<file path="config.mk">
export PLATFORM = sky130hd
export DESIGN_NAME = band_level_to_rgb_color
export DESIGN_NICKNAME = d
export VERILOG_FILES = /design/src/sv/bl2c_pkg.sv /design/src/sv/bl2c_queue.sv /design/src/sv/bl2c_front.sv /design/src/sv/bl2c_back.sv /design/src/sv/band_level_to_rgb_color.sv
export SDC_FILE = /design/constraint.sdc
export NUM_CORES = 2
export LEC_CHECK = 0
export ABC_CLOCK_PERIOD_IN_PS = 13400
export BUFFER_PORTS_ARGS = -buffer_cell sky130_fd_sc_hd__buf_4
export CORE_ASPECT_RATIO = 1.75
export CORE_MARGIN = 4
export CORE_UTILIZATION = 60
export DETAILED_ROUTE_END_ITERATION = 8
export PLACE_DENSITY_LB_ADDON = 0.05
export SLEW_MARGIN = 20
export SYNTH_ARGS = -nofsm -noshare
export SYNTH_HDL_FRONTEND = slang
export SYNTH_HIERARCHICAL = 1
export SYNTH_SLANG_ARGS = --single-unit
</file>
<file path="constraint.sdc">
create_clock -name clock -period 13.4 [get_ports clock]
set_clock_uncertainty 0.2 [all_clocks]
set_input_delay 1.34 -clock clock [delete_from_list [all_inputs] [get_ports clock]]
set_output_delay 1.34 -clock clock [all_outputs]
set_load 0.03 [all_outputs]
</file>
<file path="src/sv/bl2c_pkg.sv">
// shared types and constants of the band level to rgb color block
`timescale 1ns / 1ps

package bl2c_pkg;

   // bands and field widths
   localparam int NUM_BANDS   = 3;
   localparam int BAND_BASS   = 0;
   localparam int BAND_MID    = 1;
   localparam int BAND_TREBLE = 2;
   localparam int STEP_W      = 10;
   localparam int SCALE_W     = 11;
   localparam int OFFSET_W    = 9;
   localparam int CSR_DATA_W  = 11;
   localparam int CSR_INDEX_W = 3;
   localparam int BYTE_W      = 8;

   // brightness is q0.16, one more bit to hold exactly 1.0
   localparam int QUOT_W = 16;
   localparam int V_W    = QUOT_W + 1;
   localparam logic [V_W-1:0] V_ONE = V_W'(1) << QUOT_W;

   // divider lanes retire this many quotient bits per cycle
   localparam int BITS_PER_CYCLE = 2;
   localparam int DIV_CYCLES     = QUOT_W / BITS_PER_CYCLE;
   localparam int DIV_CNT_W      = $clog2(DIV_CYCLES);

   // hue geometry: six sectors, each sector is 15 * 4 degrees
   localparam int NUM_SECTORS  = 6;
   localparam int SECTOR_MANT  = 15;
   localparam int SECTOR_SHIFT = 2;

   // divide by 15 through a reciprocal, 4369 = floor(2^16 / 15)
   localparam int SCALED_M_W  = 12;
   localparam int RECIP_W     = 13;
   localparam int RECIP_SHIFT = 16;
   localparam logic [RECIP_W-1:0] RECIP_15 = 13'd4369;

   // register reset values
   localparam logic [STEP_W-1:0] HUE_STEP_RESET = 10'd64;
   localparam logic [NUM_BANDS-1:0][SCALE_W-1:0] SCALE_RESET =
      {11'd256, 11'd282, 11'd13};
   localparam logic [NUM_BANDS-1:0][OFFSET_W-1:0] OFFSET_RESET =
      {9'd77, 9'd77, 9'd77};

   typedef enum logic [CSR_INDEX_W-1:0] {
      CSR_HUE_STEP      = 3'd0,
      CSR_BASS_SCALE    = 3'd1,
      CSR_MID_SCALE     = 3'd2,
      CSR_TREBLE_SCALE  = 3'd3,
      CSR_BASS_OFFSET   = 3'd4,
      CSR_MID_OFFSET    = 3'd5,
      CSR_TREBLE_OFFSET = 3'd6
   } csr_index_type;

   typedef enum logic [2:0] {
      SEC_RED_YELLOW   = 3'd0,
      SEC_YELLOW_GREEN = 3'd1,
      SEC_GREEN_CYAN   = 3'd2,
      SEC_CYAN_BLUE    = 3'd3,
      SEC_BLUE_MAGENTA = 3'd4,
      SEC_MAGENTA_RED  = 3'd5
   } sector_type;

   // one band as classified by the front: saturated, or numerator below scale
   typedef struct packed {
      logic               sat;
      logic [SCALE_W-1:0] num;
   } lane_type;

   typedef struct packed {
      logic [BYTE_W-1:0] red;
      logic [BYTE_W-1:0] green;
      logic [BYTE_W-1:0] blue;
   } rgb_type;

endpackage

</file>
<file path="src/sv/bl2c_queue.sv">
// small register queue between the front and the back
`timescale 1ns / 1ps

module bl2c_queue #(
   parameter int WIDTH = 8,
   parameter int DEPTH = 2
) (
   input  logic             clock,
   input  logic             reset,
   input  logic             push,
   input  logic [WIDTH-1:0] push_data,
   input  logic             pop,
   output logic [WIDTH-1:0] pop_data,
   output logic             full,
   output logic             empty
);

   localparam int PTR_W = (DEPTH > 1) ? $clog2(DEPTH) : 1;
   localparam int CNT_W = $clog2(DEPTH + 1);

   logic [WIDTH-1:0] mem_ff [DEPTH];
   logic [PTR_W-1:0] wr_ptr_ff, wr_ptr_in;
   logic [PTR_W-1:0] rd_ptr_ff, rd_ptr_in;
   logic [CNT_W-1:0] count_ff, count_in;

   function automatic logic [PTR_W-1:0] next_ptr(input logic [PTR_W-1:0] ptr);
      return (ptr == PTR_W'(DEPTH - 1)) ? '0 : ptr + 1'b1;
   endfunction

   assign full     = (count_ff == CNT_W'(DEPTH));
   assign empty    = (count_ff == '0);
   assign pop_data = mem_ff[rd_ptr_ff];

   always_comb begin
      wr_ptr_in = push ? next_ptr(wr_ptr_ff) : wr_ptr_ff;
      rd_ptr_in = pop  ? next_ptr(rd_ptr_ff) : rd_ptr_ff;
      count_in  = count_ff;
      if (push && !pop) begin
         count_in = count_ff + 1'b1;
      end else if (pop && !push) begin
         count_in = count_ff - 1'b1;
      end
   end

   always_ff @(posedge clock) begin
      if (reset) begin
         wr_ptr_ff <= '0;
         rd_ptr_ff <= '0;
         count_ff  <= '0;
      end else begin
         wr_ptr_ff <= wr_ptr_in;
         rd_ptr_ff <= rd_ptr_in;
         count_ff  <= count_in;
      end
   end

   always_ff @(posedge clock) begin
      if (push) begin
         mem_ff[wr_ptr_ff] <= push_data;
      end
   end

endmodule

</file>
<file path="src/sv/bl2c_front.sv">
// front end: takes items, advances the hue, splits it into sector and fraction, checks each band against its scale
`timescale 1ns / 1ps

module bl2c_front #(
   parameter int LEVEL_WIDTH   = 16,
   parameter int HUE_FRAC_BITS = 6
) (
   input  logic clock,
   input  logic reset,
   input  logic req_valid,
   output logic req_ready,
   input  logic [bl2c_pkg::NUM_BANDS-1:0][LEVEL_WIDTH-1:0] levels,
   input  logic [bl2c_pkg::STEP_W-1:0] hue_step,
   input  logic [bl2c_pkg::NUM_BANDS-1:0][bl2c_pkg::SCALE_W-1:0] scale,
   input  logic q_full,
   output logic q_push,
   output bl2c_pkg::lane_type [bl2c_pkg::NUM_BANDS-1:0] lanes,
   output bl2c_pkg::sector_type sector,
   output logic [$clog2((60 << HUE_FRAC_BITS) + 1)-1:0] frac
);

   localparam int HUE_FULL   = 360 << HUE_FRAC_BITS;
   localparam int HUE_SECTOR = 60 << HUE_FRAC_BITS;
   localparam int HUE_W      = $clog2(HUE_FULL);
   localparam int FRAC_W     = $clog2(HUE_SECTOR + 1);
   localparam int SUM_W      = ((HUE_W > bl2c_pkg::STEP_W) ? HUE_W : bl2c_pkg::STEP_W) + 1;
   localparam int WRAP_STEPS = (HUE_FULL - 1 + (2 ** bl2c_pkg::STEP_W) - 1) / HUE_FULL;
   localparam int CMP_W      = (LEVEL_WIDTH > bl2c_pkg::SCALE_W) ? LEVEL_WIDTH
                                                                 : bl2c_pkg::SCALE_W;

   logic             accept;
   logic [HUE_W-1:0] hue_ff, hue_in;
   logic [SUM_W-1:0] hue_sum;
   logic [2:0]       sec_cnt;
   logic [HUE_W-1:0] sec_base;
   logic [HUE_W-1:0] sec_rem;

   assign req_ready = !q_full;
   assign accept    = req_valid && !q_full;
   assign q_push    = accept;

   // hue advance with wrap, a single compare-subtract step
   always_comb begin
      hue_sum = SUM_W'(hue_ff) + SUM_W'(hue_step);
      for (int i = 0; i < WRAP_STEPS; i++) begin
         if (hue_sum >= SUM_W'(HUE_FULL)) begin
            hue_sum = hue_sum - SUM_W'(HUE_FULL);
         end
      end
      hue_in = HUE_W'(hue_sum);
   end

   // sector by comparing against the sector boundaries
   always_comb begin
      sec_cnt  = '0;
      sec_base = '0;
      for (int k = 1; k < bl2c_pkg::NUM_SECTORS; k++) begin
         if (hue_in >= HUE_W'(k * HUE_SECTOR)) begin
            sec_cnt  = 3'(k);
            sec_base = HUE_W'(k * HUE_SECTOR);
         end
      end
      sec_rem = hue_in - sec_base;
      sector  = bl2c_pkg::sector_type'(sec_cnt);
      if (sec_cnt[0]) begin
         frac = FRAC_W'(HUE_SECTOR) - FRAC_W'(sec_rem);
      end else begin
         frac = FRAC_W'(sec_rem);
      end
   end

   // level at or above scale, or a zero scale, saturates; otherwise it fits the scale width
   always_comb begin
      for (int b = 0; b < bl2c_pkg::NUM_BANDS; b++) begin
         lanes[b].sat = (scale[b] == '0) || (CMP_W'(levels[b]) >= CMP_W'(scale[b]));
         lanes[b].num = bl2c_pkg::SCALE_W'(CMP_W'(levels[b]));
      end
   end

   always_ff @(posedge clock) begin
      if (reset) begin
         hue_ff <= '0;
      end else if (accept) begin
         hue_ff <= hue_in;
      end
   end

endmodule

</file>
<file path="src/sv/bl2c_back.sv">
// back end: divider lanes, brightness, hsv to rgb and the result register
`timescale 1ns / 1ps

module bl2c_back #(
   parameter int HUE_FRAC_BITS = 6
) (
   input  logic clock,
   input  logic reset,
   input  logic q_empty,
   output logic q_pop,
   input  bl2c_pkg::lane_type [bl2c_pkg::NUM_BANDS-1:0] q_lanes,
   input  bl2c_pkg::sector_type q_sector,
   input  logic [$clog2((60 << HUE_FRAC_BITS) + 1)-1:0] q_frac,
   input  logic [bl2c_pkg::NUM_BANDS-1:0][bl2c_pkg::SCALE_W-1:0] scale,
   input  logic [bl2c_pkg::NUM_BANDS-1:0][bl2c_pkg::OFFSET_W-1:0] offset,
   output logic rsp_valid,
   input  logic rsp_ready,
   output bl2c_pkg::rgb_type [bl2c_pkg::NUM_BANDS-1:0] rgb
);

   localparam int HUE_SECTOR = 60 << HUE_FRAC_BITS;
   localparam int FRAC_W     = $clog2(HUE_SECTOR + 1);
   localparam int T_W        = bl2c_pkg::V_W + FRAC_W;
   localparam int N_W        = T_W + 9;
   localparam int C_W        = bl2c_pkg::V_W + 8;
   // 65536 * sector width = 15 << (16 + 2 + frac bits)
   localparam int X_SHIFT    = bl2c_pkg::QUOT_W + bl2c_pkg::SECTOR_SHIFT + HUE_FRAC_BITS;
   localparam longint unsigned ROUND_X = 64'd32768 * HUE_SECTOR;
   localparam longint unsigned ROUND_C = 64'd32768;
   localparam int P_W        = bl2c_pkg::SCALED_M_W + bl2c_pkg::RECIP_W;
   localparam int Q0_W       = P_W - bl2c_pkg::RECIP_SHIFT;

   typedef enum logic [6:0] {
      ST_IDLE  = 7'b0000001,
      ST_DIV   = 7'b0000010,
      ST_VAL   = 7'b0000100,
      ST_MUL   = 7'b0001000,
      ST_SCALE = 7'b0010000,
      ST_FIX   = 7'b0100000,
      ST_OUT   = 7'b1000000
   } state_type;

   state_type state_ff, state_in;
   logic [bl2c_pkg::DIV_CNT_W-1:0] cnt_ff, cnt_in;
   logic rsp_valid_ff, rsp_valid_in;
   logic out_load;

   logic [bl2c_pkg::NUM_BANDS-1:0]                        sat_ff;
   logic [bl2c_pkg::NUM_BANDS-1:0][bl2c_pkg::SCALE_W-1:0] rem_ff, rem_in;
   logic [bl2c_pkg::NUM_BANDS-1:0][bl2c_pkg::QUOT_W-1:0]  quot_ff, quot_in;
   bl2c_pkg::sector_type                                  sector_ff;
   logic [FRAC_W-1:0]                                     frac_ff;
   logic [bl2c_pkg::NUM_BANDS-1:0][bl2c_pkg::V_W-1:0]     v_ff, v_in;
   logic [bl2c_pkg::NUM_BANDS-1:0][bl2c_pkg::BYTE_W-1:0]  c_ff, c_in;
   logic [bl2c_pkg::NUM_BANDS-1:0][T_W-1:0]               t_ff, t_in;
   logic [bl2c_pkg::NUM_BANDS-1:0][bl2c_pkg::SCALED_M_W-1:0] m_ff, m_in;
   logic [bl2c_pkg::NUM_BANDS-1:0][bl2c_pkg::BYTE_W-1:0]  x_ff, x_in;
   bl2c_pkg::rgb_type [bl2c_pkg::NUM_BANDS-1:0]           rgb_ff, rgb_in;

   assign rsp_valid = rsp_valid_ff;
   assign rgb       = rgb_ff;
   assign out_load  = (state_ff == ST_OUT) && (!rsp_valid_ff || rsp_ready);
   assign q_pop     = (state_ff == ST_IDLE) && !q_empty;

   // sequencer
   always_comb begin
      state_in = state_ff;
      cnt_in   = cnt_ff;
      unique case (state_ff)
         ST_IDLE: begin
            cnt_in = '0;
            if (!q_empty) begin
               state_in = ST_DIV;
            end
         end
         ST_DIV: begin
            cnt_in = cnt_ff + 1'b1;
            if (cnt_ff == bl2c_pkg::DIV_CNT_W'(bl2c_pkg::DIV_CYCLES - 1)) begin
               state_in = ST_VAL;
            end
         end
         ST_VAL:   state_in = ST_MUL;
         ST_MUL:   state_in = ST_SCALE;
         ST_SCALE: state_in = ST_FIX;
         ST_FIX:   state_in = ST_OUT;
         ST_OUT: begin
            if (out_load) begin
               state_in = ST_IDLE;
            end
         end
         default: state_in = ST_IDLE;
      endcase
   end

   always_comb begin
      rsp_valid_in = rsp_valid_ff;
      if (out_load) begin
         rsp_valid_in = 1'b1;
      end else if (rsp_ready) begin
         rsp_valid_in = 1'b0;
      end
   end

   // restoring divide, remainder stays below scale
   always_comb begin
      logic [bl2c_pkg::SCALE_W-1:0] r;
      logic [bl2c_pkg::SCALE_W:0]   r2;
      logic [bl2c_pkg::QUOT_W-1:0]  q;
      for (int b = 0; b < bl2c_pkg::NUM_BANDS; b++) begin
         r = rem_ff[b];
         q = quot_ff[b];
         for (int i = 0; i < bl2c_pkg::BITS_PER_CYCLE; i++) begin
            r2 = {r, 1'b0};
            if (r2 >= {1'b0, scale[b]}) begin
               r2 = r2 - {1'b0, scale[b]};
               q  = {q[bl2c_pkg::QUOT_W-2:0], 1'b1};
            end else begin
               q  = {q[bl2c_pkg::QUOT_W-2:0], 1'b0};
            end
            r = r2[bl2c_pkg::SCALE_W-1:0];
         end
         rem_in[b]  = r;
         quot_in[b] = q;
      end
   end

   // brightness: clamp, subtract offset, floor at zero
   always_comb begin
      logic [bl2c_pkg::V_W-1:0] scaled;
      logic [bl2c_pkg::V_W-1:0] off;
      for (int b = 0; b < bl2c_pkg::NUM_BANDS; b++) begin
         scaled  = sat_ff[b] ? bl2c_pkg::V_ONE : {1'b0, quot_ff[b]};
         off     = {offset[b], 8'b0};
         v_in[b] = (scaled > off) ? scaled - off : '0;
      end
   end

   // primary component round(v * 255) and the product v * fraction
   always_comb begin
      logic [C_W-1:0] cw;
      for (int b = 0; b < bl2c_pkg::NUM_BANDS; b++) begin
         cw      = (C_W'(v_ff[b]) << 8) - C_W'(v_ff[b]) + C_W'(ROUND_C);
         c_in[b] = cw[bl2c_pkg::QUOT_W +: bl2c_pkg::BYTE_W];
         t_in[b] = T_W'(v_ff[b]) * T_W'(frac_ff);
      end
   end

   // numerator t * 255 plus half, the power of two part of the divisor shifted out
   always_comb begin
      logic [N_W-1:0] n;
      for (int b = 0; b < bl2c_pkg::NUM_BANDS; b++) begin
         n       = (N_W'(t_ff[b]) << 8) - N_W'(t_ff[b]) + N_W'(ROUND_X);
         m_in[b] = bl2c_pkg::SCALED_M_W'(n >> X_SHIFT);
      end
   end

   // remaining divide by 15: reciprocal estimate, one correction step
   always_comb begin
      logic [P_W-1:0]                   p;
      logic [Q0_W-1:0]                  q0;
      logic [bl2c_pkg::SCALED_M_W-1:0] r;
      for (int b = 0; b < bl2c_pkg::NUM_BANDS; b++) begin
         p  = P_W'(m_ff[b]) * P_W'(bl2c_pkg::RECIP_15);
         q0 = p[bl2c_pkg::RECIP_SHIFT +: Q0_W];
         r  = m_ff[b] - (bl2c_pkg::SCALED_M_W'(q0) * bl2c_pkg::SCALED_M_W'(bl2c_pkg::SECTOR_MANT));
         if (r >= bl2c_pkg::SCALED_M_W'(bl2c_pkg::SECTOR_MANT)) begin
            x_in[b] = bl2c_pkg::BYTE_W'(q0) + 1'b1;
         end else begin
            x_in[b] = bl2c_pkg::BYTE_W'(q0);
         end
      end
   end

   // six-sector placement of primary and secondary components
   always_comb begin
      for (int b = 0; b < bl2c_pkg::NUM_BANDS; b++) begin
         unique case (sector_ff)
            bl2c_pkg::SEC_RED_YELLOW:   rgb_in[b] = '{red: c_ff[b], green: x_ff[b], blue: '0};
            bl2c_pkg::SEC_YELLOW_GREEN: rgb_in[b] = '{red: x_ff[b], green: c_ff[b], blue: '0};
            bl2c_pkg::SEC_GREEN_CYAN:   rgb_in[b] = '{red: '0, green: c_ff[b], blue: x_ff[b]};
            bl2c_pkg::SEC_CYAN_BLUE:    rgb_in[b] = '{red: '0, green: x_ff[b], blue: c_ff[b]};
            bl2c_pkg::SEC_BLUE_MAGENTA: rgb_in[b] = '{red: x_ff[b], green: '0, blue: c_ff[b]};
            bl2c_pkg::SEC_MAGENTA_RED:  rgb_in[b] = '{red: c_ff[b], green: '0, blue: x_ff[b]};
            default:                    rgb_in[b] = '{red: c_ff[b], green: '0, blue: x_ff[b]};
         endcase
      end
   end

   always_ff @(posedge clock) begin
      if (reset) begin
         state_ff     <= ST_IDLE;
         cnt_ff       <= '0;
         rsp_valid_ff <= 1'b0;
      end else begin
         state_ff     <= state_in;
         cnt_ff       <= cnt_in;
         rsp_valid_ff <= rsp_valid_in;
      end
   end

   // datapath registers
   always_ff @(posedge clock) begin
      if (q_pop) begin
         sector_ff <= q_sector;
         frac_ff   <= q_frac;
         for (int b = 0; b < bl2c_pkg::NUM_BANDS; b++) begin
            sat_ff[b]  <= q_lanes[b].sat;
            rem_ff[b]  <= q_lanes[b].num;
            quot_ff[b] <= '0;
         end
      end else if (state_ff == ST_DIV) begin
         rem_ff  <= rem_in;
         quot_ff <= quot_in;
      end
      if (state_ff == ST_VAL) begin
         v_ff <= v_in;
      end
      if (state_ff == ST_MUL) begin
         c_ff <= c_in;
         t_ff <= t_in;
      end
      if (state_ff == ST_SCALE) begin
         m_ff <= m_in;
      end
      if (state_ff == ST_FIX) begin
         x_ff <= x_in;
      end
      if (out_load) begin
         rgb_ff <= rgb_in;
      end
   end

endmodule

</file>
<file path="src/sv/band_level_to_rgb_color.sv">
// top level of the band level to rgb color block
// an accepted item passes the queue, then the back end sequence, to rsp_valid
// the back end works on one item at a time, through its idle step, the three
//   radix-4 divider lanes, 4 arithmetic steps and the result step
// a 2-deep queue lets the front keep taking items while a result waits
// reset is synchronous: hue goes to 0, registers to defaults, queue and result empty
`timescale 1ns / 1ps

module band_level_to_rgb_color #(
   parameter int LEVEL_WIDTH   = 16,
   parameter int HUE_FRAC_BITS = 6
) (
   input  logic clock,
   input  logic reset,

   // input items: three band energies, q8.8
   input  logic                   req_valid,
   output logic                   req_ready,
   input  logic [LEVEL_WIDTH-1:0] req_bass_level,
   input  logic [LEVEL_WIDTH-1:0] req_mid_level,
   input  logic [LEVEL_WIDTH-1:0] req_treble_level,

   // result items: one rgb triple per band
   output logic                          rsp_valid,
   input  logic                          rsp_ready,
   output logic [bl2c_pkg::BYTE_W-1:0]   rsp_bass_red,
   output logic [bl2c_pkg::BYTE_W-1:0]   rsp_bass_green,
   output logic [bl2c_pkg::BYTE_W-1:0]   rsp_bass_blue,
   output logic [bl2c_pkg::BYTE_W-1:0]   rsp_mid_red,
   output logic [bl2c_pkg::BYTE_W-1:0]   rsp_mid_green,
   output logic [bl2c_pkg::BYTE_W-1:0]   rsp_mid_blue,
   output logic [bl2c_pkg::BYTE_W-1:0]   rsp_treble_red,
   output logic [bl2c_pkg::BYTE_W-1:0]   rsp_treble_green,
   output logic [bl2c_pkg::BYTE_W-1:0]   rsp_treble_blue,

   // register writes
   input  logic                            csr_wr_en,
   input  logic [bl2c_pkg::CSR_INDEX_W-1:0] csr_index,
   input  logic [bl2c_pkg::CSR_DATA_W-1:0]  csr_wdata
);

   localparam int FRAC_W  = $clog2((60 << HUE_FRAC_BITS) + 1);
   localparam int LANES_W = bl2c_pkg::NUM_BANDS * $bits(bl2c_pkg::lane_type);
   localparam int SEC_W   = $bits(bl2c_pkg::sector_type);
   localparam int ENTRY_W = LANES_W + SEC_W + FRAC_W;
   localparam int Q_DEPTH = 2;

   // configuration registers
   logic [bl2c_pkg::STEP_W-1:0] hue_step_ff;
   logic [bl2c_pkg::NUM_BANDS-1:0][bl2c_pkg::SCALE_W-1:0]  scale_ff;
   logic [bl2c_pkg::NUM_BANDS-1:0][bl2c_pkg::OFFSET_W-1:0] offset_ff;

   // front to queue
   logic [bl2c_pkg::NUM_BANDS-1:0][LEVEL_WIDTH-1:0]  levels;
   bl2c_pkg::lane_type [bl2c_pkg::NUM_BANDS-1:0]     front_lanes;
   bl2c_pkg::sector_type                             front_sector;
   logic [FRAC_W-1:0]                                front_frac;
   logic                                             q_push;
   logic                                             q_full;
   logic [ENTRY_W-1:0]                               q_push_data;

   // queue to back
   logic                                             q_pop;
   logic                                             q_empty;
   logic [ENTRY_W-1:0]                               q_pop_data;
   bl2c_pkg::lane_type [bl2c_pkg::NUM_BANDS-1:0]     back_lanes;
   bl2c_pkg::sector_type                             back_sector;
   logic [FRAC_W-1:0]                                back_frac;

   bl2c_pkg::rgb_type [bl2c_pkg::NUM_BANDS-1:0]      rgb;

   // register writes, unknown index is dropped
   always_ff @(posedge clock) begin
      if (reset) begin
         hue_step_ff <= bl2c_pkg::HUE_STEP_RESET;
         scale_ff    <= bl2c_pkg::SCALE_RESET;
         offset_ff   <= bl2c_pkg::OFFSET_RESET;
      end else if (csr_wr_en) begin
         unique case (bl2c_pkg::csr_index_type'(csr_index))
            bl2c_pkg::CSR_HUE_STEP:
               hue_step_ff <= csr_wdata[bl2c_pkg::STEP_W-1:0];
            bl2c_pkg::CSR_BASS_SCALE:
               scale_ff[bl2c_pkg::BAND_BASS] <= csr_wdata[bl2c_pkg::SCALE_W-1:0];
            bl2c_pkg::CSR_MID_SCALE:
               scale_ff[bl2c_pkg::BAND_MID] <= csr_wdata[bl2c_pkg::SCALE_W-1:0];
            bl2c_pkg::CSR_TREBLE_SCALE:
               scale_ff[bl2c_pkg::BAND_TREBLE] <= csr_wdata[bl2c_pkg::SCALE_W-1:0];
            bl2c_pkg::CSR_BASS_OFFSET:
               offset_ff[bl2c_pkg::BAND_BASS] <= csr_wdata[bl2c_pkg::OFFSET_W-1:0];
            bl2c_pkg::CSR_MID_OFFSET:
               offset_ff[bl2c_pkg::BAND_MID] <= csr_wdata[bl2c_pkg::OFFSET_W-1:0];
            bl2c_pkg::CSR_TREBLE_OFFSET:
               offset_ff[bl2c_pkg::BAND_TREBLE] <= csr_wdata[bl2c_pkg::OFFSET_W-1:0];
            default: ;
         endcase
      end
   end

   assign levels[bl2c_pkg::BAND_BASS]   = req_bass_level;
   assign levels[bl2c_pkg::BAND_MID]    = req_mid_level;
   assign levels[bl2c_pkg::BAND_TREBLE] = req_treble_level;

   // front: hue advance and per-band saturation check
   bl2c_front #(
      .LEVEL_WIDTH   (LEVEL_WIDTH),
      .HUE_FRAC_BITS (HUE_FRAC_BITS)
   ) u_front (
      .clock     (clock),
      .reset     (reset),
      .req_valid (req_valid),
      .req_ready (req_ready),
      .levels    (levels),
      .hue_step  (hue_step_ff),
      .scale     (scale_ff),
      .q_full    (q_full),
      .q_push    (q_push),
      .lanes     (front_lanes),
      .sector    (front_sector),
      .frac      (front_frac)
   );

   assign q_push_data = {front_lanes, front_sector, front_frac};

   // queue decouples the front from the long back-end sequence
   bl2c_queue #(
      .WIDTH (ENTRY_W),
      .DEPTH (Q_DEPTH)
   ) u_queue (
      .clock     (clock),
      .reset     (reset),
      .push      (q_push),
      .push_data (q_push_data),
      .pop       (q_pop),
      .pop_data  (q_pop_data),
      .full      (q_full),
      .empty     (q_empty)
   );

   assign {back_lanes, back_sector, back_frac} = q_pop_data;

   // back: divide, brightness, color, result register
   bl2c_back #(
      .HUE_FRAC_BITS (HUE_FRAC_BITS)
   ) u_back (
      .clock     (clock),
      .reset     (reset),
      .q_empty   (q_empty),
      .q_pop     (q_pop),
      .q_lanes   (back_lanes),
      .q_sector  (back_sector),
      .q_frac    (back_frac),
      .scale     (scale_ff),
      .offset    (offset_ff),
      .rsp_valid (rsp_valid),
      .rsp_ready (rsp_ready),
      .rgb       (rgb)
   );

   assign rsp_bass_red     = rgb[bl2c_pkg::BAND_BASS].red;
   assign rsp_bass_green   = rgb[bl2c_pkg::BAND_BASS].green;
   assign rsp_bass_blue    = rgb[bl2c_pkg::BAND_BASS].blue;
   assign rsp_mid_red      = rgb[bl2c_pkg::BAND_MID].red;
   assign rsp_mid_green    = rgb[bl2c_pkg::BAND_MID].green;
   assign rsp_mid_blue     = rgb[bl2c_pkg::BAND_MID].blue;
   assign rsp_treble_red   = rgb[bl2c_pkg::BAND_TREBLE].red;
   assign rsp_treble_green = rgb[bl2c_pkg::BAND_TREBLE].green;
   assign rsp_treble_blue  = rgb[bl2c_pkg::BAND_TREBLE].blue;

endmodule

</file>
==> results by group <==
Detailed routing
  • Vias per inst: 5.74
  • DR DRC count: 0
  • Initial drt markers: 1,807
  • Routed len/inst: 18.7 um
  • Final ANT Viol Nets: 0
  • Via count: 42,921
  • DRT Wirelength: around 140,000 um
  • Drt pass-1 iters: 5

Clock tree
  • CTS Hold Buffers Added: 0
  • Worst skew pair latency: 640 ps
  • Post-CTS Setup Repair Bufs: 0
  • Reg clk slew, reported paths: approximately 70 ps
  • Longest Clk Path Bufs: 3
  • CTS tree: yes
  • # resized after CTS: 0
  • Num CTS Buffers: 55
  • H-tree depth: 2
  • CTS Sinks: 596
  • CTS root buf: clkbuf_16

Yosys
  • Syn nets: about 7,500
  • Commonest cells in the netlist: inv_1, ha_1, nand2_1
  • Mean Syn Cell Area: 9.79 um^2
  • Synth area leader: edfxtp_1
  • Top cells by area, synth: edfxtp_1, fa_1, ha_1
  • Yosys top cell area share: 0.224
  • Top_reg_cell synth: edfxtp_1
  • Post-synthesis sequential area ratio: 0.274
  • Synth cell types: 115
  • Asr flop ratio synth: 0
  • Number of enable flip-flop cells after synthesis: 447
  • Post-synthesis cell area: 60,000 um^2
  • Yosys warns: 6
  • #FFs+latches synth: 596
  • Syn Inst Count: about 6,100
  • Count leader, synth: inv_1

Global route
  • Vias in the first global route: 45,473
  • First-pass GRT wire length: 229,000 um
  • GRT Util Overall: 0.270
  • Initial antenna violation count: 1
  • Grt total ovfl: 0
  • Largest net degree at the start of global routing: 75

Timing
  • Setup violations, final: 0
  • Tcrit/Tclk final: 0.676
  • Max Slew Vio Count: 0
  • Peak Freq: 110 MHz
  • Relative slew margins: 0.325
  • Unrepaired setup endpoints after global routing: no
  • Worst-Margin Slew: about 1000 ps
  • Hold Vio Cnt, Final: 0
  • Minimum clock period: just over 9000 ps
  • Post-Route Setup TNS: 0 ps

Critical path
  • R2R depth: 28
  • Crit end category: flip-flop
  • Critical path peak fanout: 8
  • R2R setup slack: approximately 4300 ps
  • WS Path Type: reg2reg
  • R2R Path End: u_back/x_ff[22]$_DFFE_PP_
  • CP dominant cell by count: fa_1
  • Worst setup path endpoint: u_back/x_ff[22]$_DFFE_PP_
  • Worst r2r src: u_back/m_ff[31]$_DFFE_PP_
  • Setup crit start kind: flip-flop
  • Crit path max-delay cell type: xnor2_1
  • CP startpoint: u_back/m_ff[31]$_DFFE_PP_
  • WP data arrival: around 9200 ps
  • Worst path max stage delay: roughly 720 ps
  • Data required, critical path: 13,560 ps

Placement
  • Hpwl dp: 110,000 um
  • Gpl congestion: roughly 0.90
  • IO Port Bufs: 140
  • Placement Cell Area: just over 60,000 um^2

Hold path
  • HP Start: u_back/quot_ff[14]$_SDFFE_PP0P_
  • Hold Crit Class: reg2reg

Finish
  • Share of layout cells above drive strength 1: 0.0684
  • Register Area: 16,400 um^2
  • Final #Nets: 7,446
  • Final Cell Area: 63,700 um^2
  • Fill cell count: 8,328
  • Layout area overhead: 6.19%
  • Area of the multi-input gates: 39,000 um^2

Floorplanning
  • Die width: 247 um
  • Die area: 105,000 um^2
  • Starting density of the core: 0.604
  • Ports: roughly 140
  • Die height: 426 um
  • Num rows: 153
  • Core area: ~99,000 um^2

Outcome
  • Run status: complete, no violations

Flow run
  • Maxcap violations: 0
-- state kept, by name (all words and copies together), names as in the netlist, 7 cells and up, named ones only --
name	cells
u_back/m_ff	36
scale_ff	33
hue_step_ff	10
u_back/frac_ff	12
u_back/rgb	72
u_back/rem_ff	33
u_back/c_ff	24
u_queue/mem_ff	102
u_front/hue_ff	15
u_back/state_ff	7
offset_ff	27
u_back/x_ff	24
u_back/t_ff	87
u_back/quot_ff	48
u_back/v_ff	51
-- worst max-delay path: cells and delay by family, from the launching register on --
family | cells | cell delay (ps)
fa+ha+maj | 9 | 3610
compound gates | 7 | 2250
simple gates | 6 | 1030
xor+xnor | 2 | 880
flops | 1 | 450
buf+inv | 4 | 340
-- cells by family (layout without fill, tap and decap cells) --
| group | Yosys count | in the layout | share of synthesized area |
|---|---|---|---|
| XOR/XNOR | 297 | 297 | 0.0434 |
| adder cells (fa/ha/maj) | 1265 | 1265 | 0.329 |
| AO/OA/AOI/OAI | 956 | 956 | 0.111 |
| AND/OR/NAND/NOR | 1666 | 1666 | 0.136 |
| multiplexers | 173 | 173 | 0.0304 |
| other | 0 | 1 | 0 |
| flip-flops | 596 | 596 | 0.274 |
| buffers and inverters | 1172 | 1206 | 0.0766 |
-- layout by cell type, fill, tap and decap left out, types with 108 or more instances in the layout --
master	count
xnor2_1	193
and2_1	216
nand2_1	663
buf_4	179
a21o_1	110
dfxtp_1	148
nor2_1	253
a21oi_1	249
o21ai_0	167
nand2b_1	108
inv_1	922
ha_1	742
edfxtp_1	447
fa_1	521
-- stage by stage --
step | hold WS (ps) | setup WS [ps] | util | cells
floorplan | 231 | 5430 | - | 6125
global placement | 240 | 4480 | 0.623 | 7375
detailed placement | 248 | 4360 | 0.623 | 7375
CTS | 257 | 4340 | 0.641 | 7475
global route | 283 | 3660 | 0.641 | 7477
finish | 255 | 4340 | 0.641 | 7477
-- layout make-up --
| cell class | count | share of cell area |
|---|---|---|
| sequential | 596 | 0.258 |
| inverter | 926 | 0.0546 |
| tap | 1317 | 0.0259 |
| clock buffer | 71 | 0.0237 |
| timing repair buffer | 180 | 0.0215 |
| multi-input combinational | 4357 | 0.613 |
| antenna | 1 | 0.0000393 |
| clock inverter | 29 | 0.00393 |
-- layer usage --
layer / track usage / up-vias / wire length (um)
met5: 0 / - / 0
met4: 0.116 / 0 / 6930
met3: 0.0251 / 370 / 4460
met2: 0.528 / 917 / 77000
met1: 0.292 / 21087 / 51700
li1: - / 20547 / -
-- worst min path at each step --
stage                                 endpoint  slack [ps]  depth (start not counted)
6_report       u_back/quot_ff[14]$_SDFFE_PP0P_         260                          2
5_1_grt         u_front/hue_ff[3]$_SDFFE_PP0P_         280                          2
4_1_cts        u_back/quot_ff[15]$_SDFFE_PP0P_         260                          2
3_5_place_dp   u_back/quot_ff[15]$_SDFFE_PP0P_         250                          2
3_3_place_gp   u_back/quot_ff[15]$_SDFFE_PP0P_         240                          2
2_1_floorplan  u_back/quot_ff[14]$_SDFFE_PP0P_         230                          2
Power is not shown: default switching activity piles up to over one toggle a cycle in this logic, so the estimate is an artifact.
